## src/hdl/alternating_run_length_bit_decoder_macros.svh

```systemverilog
// Assertion macros for the alternating run-length bit decoder.
// Included by the top level. The including module must have i_clk and i_rst_n.
`ifndef ALTERNATING_RUN_LENGTH_BIT_DECODER_MACROS_SVH
`define ALTERNATING_RUN_LENGTH_BIT_DECODER_MACROS_SVH

// The consequent must hold in the same cycle as the antecedent.
`define ALRD_ASSERT_SAME(label, ante, cons, msg) \
    label: assert property (@(posedge i_clk) disable iff (!i_rst_n) (ante) |-> (cons)) \
        else $error(msg);

// The consequent must hold in the cycle after the antecedent.
`define ALRD_ASSERT_NEXT(label, ante, cons, msg) \
    label: assert property (@(posedge i_clk) disable iff (!i_rst_n) (ante) |=> (cons)) \
        else $error(msg);

`endif

```

## src/hdl/alrd_pkg.sv

```systemverilog
// Shared types and constants of the alternating run-length bit decoder.
// No dependencies; used by alrd_unpack, alrd_fifo and the top level.
`default_nettype none

package alrd_pkg;

    localparam logic [7:0] CHAR_ZERO = 8'h30;
    localparam logic [7:0] CHAR_NINE = 8'h39;
    localparam int BYTE_BITS = 8;
    localparam int FIFO_DEPTH = 4;
    localparam int FIFO_AW = $clog2(FIFO_DEPTH);
    localparam int FIFO_CW = $clog2(FIFO_DEPTH + 1);

    // One decoded result.
    typedef struct packed {
        logic [7:0] data_byte;
        logic [3:0] valid_bits;
        logic       last;
    } t_result;

    // Decoder state carried from one item to the next.
    typedef struct packed {
        logic       level;
        logic [6:0] pend_bits;
        logic [2:0] pend_cnt;
    } t_state;

    // What one item produces: up to two results and the next state.
    typedef struct packed {
        logic [1:0] num;
        t_result    res0;
        t_result    res1;
        t_state     nxt;
    } t_unpack;

    localparam t_state STATE_RESET = '{level: 1'b0, pend_bits: 7'd0, pend_cnt: 3'd0};

endpackage

`default_nettype wire

```

## src/hdl/alrd_unpack.sv

```systemverilog
// Combinational unpacker: one run character plus the current state gives
// up to two output bytes and the next state. Depends on alrd_pkg.
`default_nettype none

module alrd_unpack
    import alrd_pkg::*;
(
    input  wire logic [7:0] i_run_char,
    input  wire logic       i_eom,
    input  wire t_state     i_state,
    output t_unpack         o_unpack
);

    logic [3:0]  run_len;
    logic [4:0]  total;
    logic [15:0] ones;
    logic [15:0] merged;
    logic [15:0] shifted;
    logic [1:0]  n_full;
    logic [2:0]  rem_cnt;
    logic [6:0]  rem_mask;
    logic [6:0]  rem_bits;
    t_result     full_a;
    t_result     full_b;
    t_result     tail;

    always_comb begin
        if (i_run_char >= CHAR_ZERO && i_run_char <= CHAR_NINE) begin
            run_len = 4'(i_run_char - CHAR_ZERO);
        end else begin
            run_len = 4'd0;
        end

        // Old bits move up, the new run fills the low end.
        ones   = (16'd1 << run_len) - 16'd1;
        merged = ({9'd0, i_state.pend_bits} << run_len) | (i_state.level ? ones : 16'd0);
        total  = {2'b00, i_state.pend_cnt} + {1'b0, run_len};

        full_a  = '{data_byte: 8'd0, valid_bits: 4'(BYTE_BITS), last: 1'b0};
        full_b  = '{data_byte: 8'd0, valid_bits: 4'(BYTE_BITS), last: 1'b0};
        shifted = merged >> total[2:0];
        if (total[4]) begin
            // Exactly sixteen bits: two full bytes and nothing left over.
            n_full           = 2'd2;
            full_a.data_byte = merged[15:8];
            full_b.data_byte = merged[7:0];
            rem_cnt          = 3'd0;
        end else if (total[3]) begin
            n_full           = 2'd1;
            full_a.data_byte = shifted[7:0];
            rem_cnt          = total[2:0];
        end else begin
            n_full  = 2'd0;
            rem_cnt = total[2:0];
        end

        rem_mask = 7'((8'd1 << rem_cnt) - 8'd1);
        rem_bits = merged[6:0] & rem_mask;

        tail = '{data_byte: {1'b0, rem_bits}, valid_bits: {1'b0, rem_cnt}, last: 1'b1};

        o_unpack.num  = n_full;
        o_unpack.res0 = full_a;
        o_unpack.res1 = full_b;
        o_unpack.nxt  = '{level: ~i_state.level, pend_bits: rem_bits, pend_cnt: rem_cnt};

        if (i_eom) begin
            o_unpack.nxt = STATE_RESET;
            if (rem_cnt != 3'd0) begin
                // Partial byte goes out right-aligned after any full byte.
                if (n_full == 2'd0) begin
                    o_unpack.res0 = tail;
                    o_unpack.num  = 2'd1;
                end else begin
                    o_unpack.res1 = tail;
                    o_unpack.num  = 2'd2;
                end
            end else if (n_full == 2'd2) begin
                o_unpack.res1.last = 1'b1;
            end else if (n_full == 2'd1) begin
                o_unpack.res0.last = 1'b1;
            end else begin
                // Nothing to give: send the empty marker.
                o_unpack.res0 = '{data_byte: 8'd0, valid_bits: 4'd0, last: 1'b1};
                o_unpack.num  = 2'd1;
            end
        end
    end

endmodule

`default_nettype wire

```

## src/hdl/alrd_fifo.sv

```systemverilog
// Small result queue that takes up to two results per cycle and gives one.
// Depends on alrd_pkg.
`default_nettype none

module alrd_fifo
    import alrd_pkg::*;
(
    input  wire logic               i_clk,
    input  wire logic               i_rst_n,
    input  wire logic [1:0]         i_wr_num,
    input  wire t_result            i_wr_a,
    input  wire t_result            i_wr_b,
    input  wire logic               i_pop,
    output t_result                 o_head,
    output logic [FIFO_CW-1:0]      o_count
);

    t_result              r_mem [FIFO_DEPTH];
    logic [FIFO_AW-1:0]   r_wr_ptr;
    logic [FIFO_AW-1:0]   r_rd_ptr;
    logic [FIFO_CW-1:0]   r_count;
    logic [FIFO_AW-1:0]   n_wr_ptr;
    logic [FIFO_AW-1:0]   n_rd_ptr;
    logic [FIFO_CW-1:0]   n_count;
    logic [FIFO_AW-1:0]   wr_ptr_b;

    assign wr_ptr_b = r_wr_ptr + FIFO_AW'(1);

    always_comb begin
        n_wr_ptr = r_wr_ptr + FIFO_AW'(i_wr_num);
        n_rd_ptr = r_rd_ptr + (i_pop ? FIFO_AW'(1) : FIFO_AW'(0));
        n_count  = r_count + FIFO_CW'(i_wr_num) - (i_pop ? FIFO_CW'(1) : FIFO_CW'(0));
    end

    always_ff @(posedge i_clk) begin
        if (i_wr_num != 2'd0) begin
            r_mem[r_wr_ptr] <= i_wr_a;
        end
        if (i_wr_num == 2'd2) begin
            r_mem[wr_ptr_b] <= i_wr_b;
        end
    end

    always_ff @(posedge i_clk) begin
        if (!i_rst_n) begin
            r_wr_ptr <= '0;
            r_rd_ptr <= '0;
            r_count  <= '0;
        end else begin
            r_wr_ptr <= n_wr_ptr;
            r_rd_ptr <= n_rd_ptr;
            r_count  <= n_count;
        end
    end

    assign o_head  = r_mem[r_rd_ptr];
    assign o_count = r_count;

endmodule

`default_nettype wire

```

## src/hdl/alternating_run_length_bit_decoder.sv

```systemverilog
// Top level of the alternating run-length bit decoder.
// Depends on alrd_pkg, alrd_unpack, alrd_fifo and the assertion macro header.
//
//  Channel   Direction  tdata (low bit up)                    tlast
//  s_axis    in         run_char[7:0]                         end_of_message
//  m_axis    out        data_byte[7:0], valid_bits[11:8], 0s  last
//
// An item waits in the holding register until its results are written to the queue.
// One item is taken per cycle while the queue has room; each item yields at most two
// results, which leave the four-entry queue one per cycle while the sink is ready.
// The input holding register drains whenever the queue has room for two results.
// Reset is synchronous and active low; it clears the run state and the queue.
// A stalled output only blocks the input once the queue is nearly full.
`default_nettype none

`include "alternating_run_length_bit_decoder_macros.svh"

module alternating_run_length_bit_decoder
    import alrd_pkg::*;
(
    input  wire logic        i_clk,
    input  wire logic        i_rst_n,
    // Input stream.
    input  wire logic        i_s_tvalid,
    output logic             o_s_tready,
    input  wire logic [7:0]  i_s_tdata,   // [7:0] run_char
    input  wire logic        i_s_tlast,   // end_of_message
    // Output stream.
    output logic             o_m_tvalid,
    input  wire logic        i_m_tready,
    output logic [15:0]      o_m_tdata,   // [7:0] data_byte, [11:8] valid_bits, rest 0
    output logic             o_m_tlast    // last
);

    // Input holding register: one item waits here for the unpacker.
    logic                r_in_valid;
    logic [7:0]          r_in_char;
    logic                r_in_eom;
    // Run level and pending partial byte.
    t_state              r_state;

    logic                in_xfer;
    logic                fire;
    logic                pop;
    t_unpack             unpack;
    t_result             head;
    logic [FIFO_CW-1:0]  fifo_count;

    // The unpacker result is written into the queue only when two slots are free,
    // so the worst case of two results per item always fits.
    assign fire       = r_in_valid && (fifo_count <= FIFO_CW'(FIFO_DEPTH - 2));
    assign o_s_tready = !r_in_valid || fire;
    assign in_xfer    = i_s_tvalid && o_s_tready;

    always_ff @(posedge i_clk) begin
        if (!i_rst_n) begin
            r_in_valid <= 1'b0;
            r_state    <= STATE_RESET;
        end else begin
            if (in_xfer) begin
                r_in_valid <= 1'b1;
            end else if (fire) begin
                r_in_valid <= 1'b0;
            end
            if (fire) begin
                r_state <= unpack.nxt;
            end
        end
    end

    always_ff @(posedge i_clk) begin
        if (in_xfer) begin
            r_in_char <= i_s_tdata;
            r_in_eom  <= i_s_tlast;
        end
    end

    alrd_unpack u_unpack (
        .i_run_char (r_in_char),
        .i_eom      (r_in_eom),
        .i_state    (r_state),
        .o_unpack   (unpack)
    );

    alrd_fifo u_fifo (
        .i_clk    (i_clk),
        .i_rst_n  (i_rst_n),
        .i_wr_num (fire ? unpack.num : 2'd0),
        .i_wr_a   (unpack.res0),
        .i_wr_b   (unpack.res1),
        .i_pop    (pop),
        .o_head   (head),
        .o_count  (fifo_count)
    );

    assign o_m_tvalid = (fifo_count != '0);
    assign pop        = o_m_tvalid && i_m_tready;
    assign o_m_tdata  = {4'd0, head.valid_bits, head.data_byte};
    assign o_m_tlast  = head.last;

    // The queue never overflows.
    `ALRD_ASSERT_SAME(a_fifo_bound, 1'b1, fifo_count <= FIFO_CW'(FIFO_DEPTH), "result queue overflow")
    // Ending a message puts the run state back to its reset value.
    `ALRD_ASSERT_NEXT(a_eom_reset, fire && r_in_eom, r_state == STATE_RESET, "state not reset after end of message")
    // Bits above the pending count are always clear.
    `ALRD_ASSERT_SAME(a_pend_clean, 1'b1, (r_state.pend_bits >> r_state.pend_cnt) == 7'd0, "stray pending bits")
    // A partial byte or an empty marker always closes the message.
    `ALRD_ASSERT_SAME(a_partial_last, o_m_tvalid && head.valid_bits != 4'(BYTE_BITS), head.last && head.valid_bits < 4'(BYTE_BITS), "short result without last")

endmodule

`default_nettype wire

```

## config.mk

```make
export PLATFORM = sky130hd
export DESIGN_NAME = alternating_run_length_bit_decoder
export DESIGN_NICKNAME = d
export VERILOG_FILES = /design/src/hdl/alrd_pkg.sv /design/src/hdl/alrd_unpack.sv /design/src/hdl/alrd_fifo.sv /design/src/hdl/alternating_run_length_bit_decoder.sv
export VERILOG_INCLUDE_DIRS = /design/src /design/src/hdl
export SDC_FILE = /design/constraint.sdc
export NUM_CORES = 1
export LEC_CHECK = 0
export BUFFER_PORTS_ARGS = -buffer_cell sky130_fd_sc_hd__buf_2
export CAP_MARGIN = 40
export CORE_UTILIZATION = 35
export CTS_BUF_LIST = sky130_fd_sc_hd__clkbuf_4
export DETAILED_ROUTE_END_ITERATION = 7
export PLACE_DENSITY = 0.59
export SLEW_MARGIN = 15
export SYNTH_ARGS = -nofsm -noshare
export SYNTH_HDL_FRONTEND = slang
export SYNTH_SLANG_ARGS = --single-unit
```

## constraint.sdc

```tcl
create_clock -name i_clk -period 4.4 [get_ports i_clk]
set_input_delay 0.44 -clock i_clk [delete_from_list [all_inputs] [get_ports i_clk]]
set_output_delay 0.44 -clock i_clk [all_outputs]
set_load 0.01 [all_outputs]
```

# Yosys cells after proc, flatten, opt, wreduce, memory -nomap -nowiden
# Memory sizes are Yosys's and may differ from the RTL's. A register that Yosys moved wholly into a read port is not among the register bits.
# Cells that the tools add are included.
dict set report totals {
  word_cells 71
  n_memories 1
  output_inout_bits 19
  in_bits 13
  ramBits 52
  register_bits 28
}
# name words width rd rd_clocked_by_memory_dff wr line
set memory_table {}
lappend memory_table {u_fifo.r_mem 4 13 1 1 2 alrd_fifo.sv:18} ;# t_result r_mem [FIFO_DEPTH];
dict set report classes {
  eq_ne 3
  shifts 4
  n_bitwise 3
  n_reduce_logical 11
  order_cmp 3
  mux 28
  n_addsub 9
}
# operator n
set op_table {}
lappend op_table {{2-to-1 mux 39 bit} 1}
lappend op_table {{2-to-1 mux 15 bit} 2}
lappend op_table {{2-to-1 mux 13 bit} 2}
lappend op_table {{2-to-1 mux 8 bit} 3}
lappend op_table {{2-to-1 mux 16 bit} 1}
lappend op_table {{bitwise OR 16 bit} 1}
lappend op_table {{left shift 1 x 4 -> 16 bit, first input constant} 1}
lappend op_table {{left shift 7 x 4 -> 16 bit} 1}
lappend op_table {{right shift 16 x 3 -> 8 bit} 1}
lappend op_table {{subtractor 16 x 1 -> 16 bit, second input constant} 1}
lappend op_table {{2-to-1 mux 14 bit} 1}
lappend op_table {{2-to-1 mux 12 bit} 1}
lappend op_table {{2-to-1 mux 1 bit} 11}
lappend op_table {{>= comparator 8 x 6 -> 1 bit, second input constant} 1}
lappend op_table {{<= comparator 8 x 6 -> 1 bit, second input constant} 1}
lappend op_table {{2-to-1 mux 2 bit} 4}
lappend op_table {{bitwise AND 7 bit} 1}
lappend op_table {{left shift 1 x 3 -> 7 bit, first input constant} 1}
lappend op_table {{subtractor 7 x 1 -> 7 bit, second input constant} 1}
lappend op_table {{nonzero test 3 bit} 2}
lappend op_table {{adder 3 x 4 -> 5 bit} 1}
lappend op_table {{adder 2 bit} 2}
lappend op_table {{== test 2 bit, second input constant} 2}
lappend op_table {{logical AND 1 bit} 4}
lappend op_table {{13 further kinds} 14}

# Longest topological paths before layout
dict set report logic_depth {
  depth_word 18
  depth_mapped 21
  depth_no_buf 18
}

# Hierarchy
# A second synthesis with hierarchy kept.
dict set report unflattened {
  cells_unflattened 559
  area_unflattened_um2 5929.4
}
# mod seq_area_each_um2 instances cells_each area_each_um2
set modules_own_cells {}
lappend modules_own_cells {alrd_fifo 1701.6 1 165 2990.4}
lappend modules_own_cells {alrd_unpack 0.0 1 322 2107.0}
lappend modules_own_cells {alternating_run_length_bit_decoder 510.5 1 72 832.0}

# Worst setup path before layout
# OpenSTA, ideal clock, no wires.
dict set report synth_timing {
  path_kind {reg2reg}
  startpoint {register r_in_char[0]}
  endpoint {memory u_fifo.r_mem[0][0] (netlist bit) (enable)}
  path_slack_ns -0.145
  path_stages_with_launch 15
  synth_period_minus_slack_ns 4.545
  arrival_time_ns 4.141
  required_time_ns 3.996
  path_cell_list {edfxtp_1 -> buf_4 -> buf_6 -> buf_4 -> nand3_1 -> inv_1 -> ha_1 -> fa_1 -> xnor2_2 -> nand2_1 -> and2_1 -> clkbuf_1 -> a2111oi_4 -> nor2_1 -> o31ai_1}
}
# element line
set synth_rtl {}
lappend synth_rtl {{start: declaration} alternating_run_length_bit_decoder.sv:37} ;# logic [7:0] r_in_char;
lappend synth_rtl {{start signal: assignment} alternating_run_length_bit_decoder.sv:73} ;# r_in_char <= i_s_tdata;
lappend synth_rtl {{end: declaration} alrd_fifo.sv:18}

# Final worst setup path
dict set report layout_timing {
  startpoint {register r_in_char[2]}
  endpoint {register u_fifo.r_count[2] (netlist: u_fifo.o_count[2])}
}
dict set report layout_via {
  elab_chain_len 14
  elab_cells_between_ends 21
  cone_classes {add/sub (4); order compare (2); eq/ne (2); mux (10); reduce/logical (3)}
}
# element line
set layout_lines {}
lappend layout_lines {{>= comparator 8 x 6 -> 1 bit / <= comparator 8 x 6 -> 1 bit (equally long branches)} alrd_unpack.sv:28} ;# if (i_run_char >= CHAR_ZERO && i_run_char <= CHAR_NINE) begin
lappend layout_lines {{logical AND 1 bit} alrd_unpack.sv:28}
lappend layout_lines {{2-to-1 mux 4 bit (*)} alrd_unpack.sv:28}
lappend layout_lines {{adder 3 x 4 -> 5 bit (*)} alrd_unpack.sv:37} ;# total = {2'b00, i_state.pend_cnt} + {1'b0, run_len};
lappend layout_lines {{2-to-1 mux 1 bit} alrd_unpack.sv:48} ;# end else if (total[3]) begin
lappend layout_lines {{2-to-1 mux 2 bit} alrd_unpack.sv:42} ;# if (total[4]) begin
lappend layout_lines {{== test 2 x 1 -> 1 bit} alrd_unpack.sv:80} ;# end else if (n_full == 2'd1) begin
lappend layout_lines {{2-to-1 mux 14 bit} alrd_unpack.sv:80}
lappend layout_lines {{2-to-1 mux 15 bit} alrd_unpack.sv:78} ;# end else if (n_full == 2'd2) begin
lappend layout_lines {{2-to-1 mux 15 bit} alrd_unpack.sv:69} ;# if (rem_cnt != 3'd0) begin
lappend layout_lines {{2-to-1 mux 39 bit (*)} alrd_unpack.sv:67} ;# if (i_eom) begin
lappend layout_lines {{2-to-1 mux 2 bit (*)} alternating_run_length_bit_decoder.sv:88} ;# .i_wr_num (fire ? unpack.num : 2'd0),
lappend layout_lines {{adder 3 x 2 -> 3 bit (*)} alrd_fifo.sv:32} ;# n_count = r_count + FIFO_CW'(i_wr_num) - (i_pop ? FIFO_CW'(1) : FIFO_CW'(0));
lappend layout_lines {{subtractor 3 bit (*)} alrd_fifo.sv:32}
lappend layout_lines {{end signal: assignment} alrd_fifo.sv:52} ;# r_count <= n_count;
lappend layout_lines {{end: declaration} alrd_fifo.sv:21} ;# logic [FIFO_CW-1:0] r_count;
# Mark *: on every way between the ends. The rest lies on a longest branch, timed or not.
# A chain may end at the register's enable or synchronous reset.

==> summary.txt <==
Setup path
  • CP Capture Type: flip-flop
  • Peak fanout along the critical path: 29
  • Cell Chain, Critical Path: buf_6 > nand2b_1 > nor2_1 > ha_1 > a21oi_1 > xnor2_2 > nor2_1 > a2111oi_4 > inv_1 > ha_1 > inv_1 > ha_1 > inv_1 > fa_1 > xor2_1 > xnor2_1 > and2_1
  • Arrival time at the worst endpoint: 4.44 ns
  • Crit path from: r_in_char[2]$_DFFE_PP_
  • CP required: 4.74 ns
  • Crit path kind: reg2reg
  • CP max-delay cell: edfxtp_1
  • Worst path max stage delay: 0.44 ns
  • Worst reg2reg setup slack: 0.30 ns
  • Startpoint Class: flip-flop
  • Worst flop-to-flop path startpoint: r_in_char[2]$_DFFE_PP_
  • R2r worst-path depth: 17

Drt
  • Post-DRT Antenna Nets: 0
  • Vias per Instance: 6.13
  • Drt first pass iters: 5
  • Routed vias: 5495
  • Initial drt markers: 544
  • Final wirelength: 18.8 mm
  • # DRC: 0
  • Wire per inst: 21.0 um

Final layout
  • Fin nets: 691
  • Core Util, Final: 38.8%
  • Fillers: 1714
  • Finished Cell Area: 6730 um^2
  • Multi-input logic area: 3640 um^2
  • Layout cells sized above 1: 19.8%
  • FF+latch area: 2210 um^2
  • Area Overhead vs Synth: 7.64%
  • Most frequent cells in the layout: nor2_1, a21oi_1, edfxtp_1, nand2_1, buf_4
  • Most common cell after layout, fill and taps aside: nor2_1
  • Ant. Diodes: 0

Floorplan
  • Die Area: 18400 um^2
  • Cell Rows: 48
  • IO Pins: 32
  • Die Y: 136 um
  • Die Width: 136 um
  • Initial Util: 36.0%
  • Core box area: 17400 um^2

Global route
  • Vias in the first global route: 5240
  • First-pass GRT wire length: 29.5 mm
  • Initial antenna violation count: 0
  • GRT Residual Overflow: 0
  • Total GRT Usage: 21.0%
  • Largest net degree at the start of global routing: 30

Clock network
  • Clk sinks: 80
  • CTS H-tree depth: 3
  • Clk Latency, worst-skew pair: 0.45 ns
  • CTS tree: yes
  • Total CTS buffers: 9
  • Post-CTS setup buffer count: 0
  • Clock transition at path regs: 0.13 ns
  • Clock Path Buffers: 2
  • Clock Tree Root: clkbuf_4
  • Post-CTS Hold Buffers: 0
  • Post-CTS sizing: 0

Yosys
  • FFs w/ async S/R, synth: 0%
  • Post-synthesis simple-gate area fraction: 20.6%
  • Top post-synthesis cells by area: edfxtp_1, dfxtp_1, mux4_2, a21oi_1, nor2_1
  • Mapped Cells: 648
  • Post-synth cell types: 100
  • Synth Area in XOR/XNOR: 1.66%
  • Seq/Total Area, Yosys: 35.4%
  • Synth Area in Adders: 2.64%
  • Post-synthesis instance area: 6250 um^2
  • Mux contribution to synthesized area: 8.54%
  • Post-synthesis compound-gate area fraction: 24.1%
  • Post-synth EDFFs: 61
  • Cell accounting for the most synthesized area: edfxtp_1
  • Primary FF master, synth: edfxtp_1
  • Largest family of logic cells by synthesized area: compound AO/OA/AOI/OAI gates
  • Average size of a mapped cell: 9.65 um^2
  • Synth top area share: 29.3%
  • Synth Warn #: 0
  • Yosys reg bits: 80

STA
  • Fmax: 244 MHz
  • Hold Slack: 0.164 ns
  • Final setup viols: 0
  • Unrepaired setup endpoints after global routing: no
  • Min Clock Period, post-route: 4.10 ns
  • Worst-margin pin slew: 0.787 ns
  • Fin crit share: 93.2%
  • Final hold violations: 0
  • Fin Setup TNS: 0 ns
  • Max Slew Vio Count: 0
  • Slew HR: 47.1%
  • Clock skew: 0.0252 ns

Pwr
  • Total power: 1870 uW
  • PD cells: 277 nW/um^2
  • Max IR drop VDD: 147 uV
  • Leak: 0.00230 uW

Placement
  • Port buffer count: 27
  • Placed instance area: 6560 um^2
  • Hpwl dp: 14.0 mm
  • Placer congestion estimate: 0.938

Flow run
  • Max Cap Viol: 0

Run status
  • Outcome: completed

Worst hold path
  • Hold Path Class: in2reg
  • Hold_sp: i_s_tdata[0]
  • Worst hold path depth: 1
==> final timing paths <==
path                             endpoint
max          u_fifo.o_count[2]$_SDFF_PN0_
min                r_in_char[0]$_DFFE_PP_
max reg2reg  u_fifo.o_count[2]$_SDFF_PN0_
min reg2reg       r_state[0]$_SDFFE_PN0P_
==> sequential cells by signal (all words and copies together) (netlist names) <==
signal,flops
u_fifo.r_mem,52
r_state,11
r_in_char,8
u_fifo.o_count,3
u_fifo.r_rd_ptr,2
u_fifo.r_wr_ptr,2
r_in_eom,1
r_in_valid,1
==> final cells by class <==
type	instances	share of cell area, %
Multi-Input combinational cell	501	54.1
Sequential cell	80	32.9
Clock buffer	9	1.00
Inverter	15	0.836
Tap cell	225	4.18
Timing Repair Buffer	59	5.74
Clock inverter	7	1.28
==> per-layer routing <==
layer	share of wire [%]	up-vias	GRT usage, %
met5	0	-	0
met4	3.2	0	7.18
met3	6.7	50	4.45
met2	47	261	34.4
met1	43	2649	27.4
li1	-	2535	-
==> stage by stage <==
stage / cells / setup slack [ns]
2_1_floorplan: 651 / 0.0282
3_3_place_gp: 879 / 0.379
3_5_place_dp: 880 / 0.274
4_1_cts: 896 / 0.186
5_1_grt: 896 / 0.0238
6_report: 896 / 0.301
==> cells by family after synthesis <==
logic type | count (synthesis)
simple gates | 232
compound gates | 208
flops | 80
buf+inv | 70
mux | 34
fa+ha+maj | 12
xor+xnor | 11
other cells | 1
==> critical path, delay by kind of cell, from the launching register on <==
kind            cells  cell delay (ns)
buf+inv             4             0.46
fa+ha+maj           4             1.22
simple gates        4             0.65
compound gates      2             0.71
flops               1             0.44
xor+xnor            3             0.51
==> Yosys cell counts (all sizes together), types with 10 or more instances <==
library cell,count
nor2,76
a21oi,71
edfxtp,61
buf,31
nand2,31
clkbuf,24
nand3,22
dfxtp,19
nor3,19
nor2b,18
o31ai,17
and2,15
mux4,15
a31oi,14
inv,14
mux2i,14
o21ai,12
ha,10
==> report_power, final <==
part           total (uW)  switching (uW)  leakage, uW  internal, uW
logic                 488             255      0.00150           232
clock network         484             297    0.0000814           187
registers             895            47.8     0.000726           848
Power figures use the tool's default switching activity.
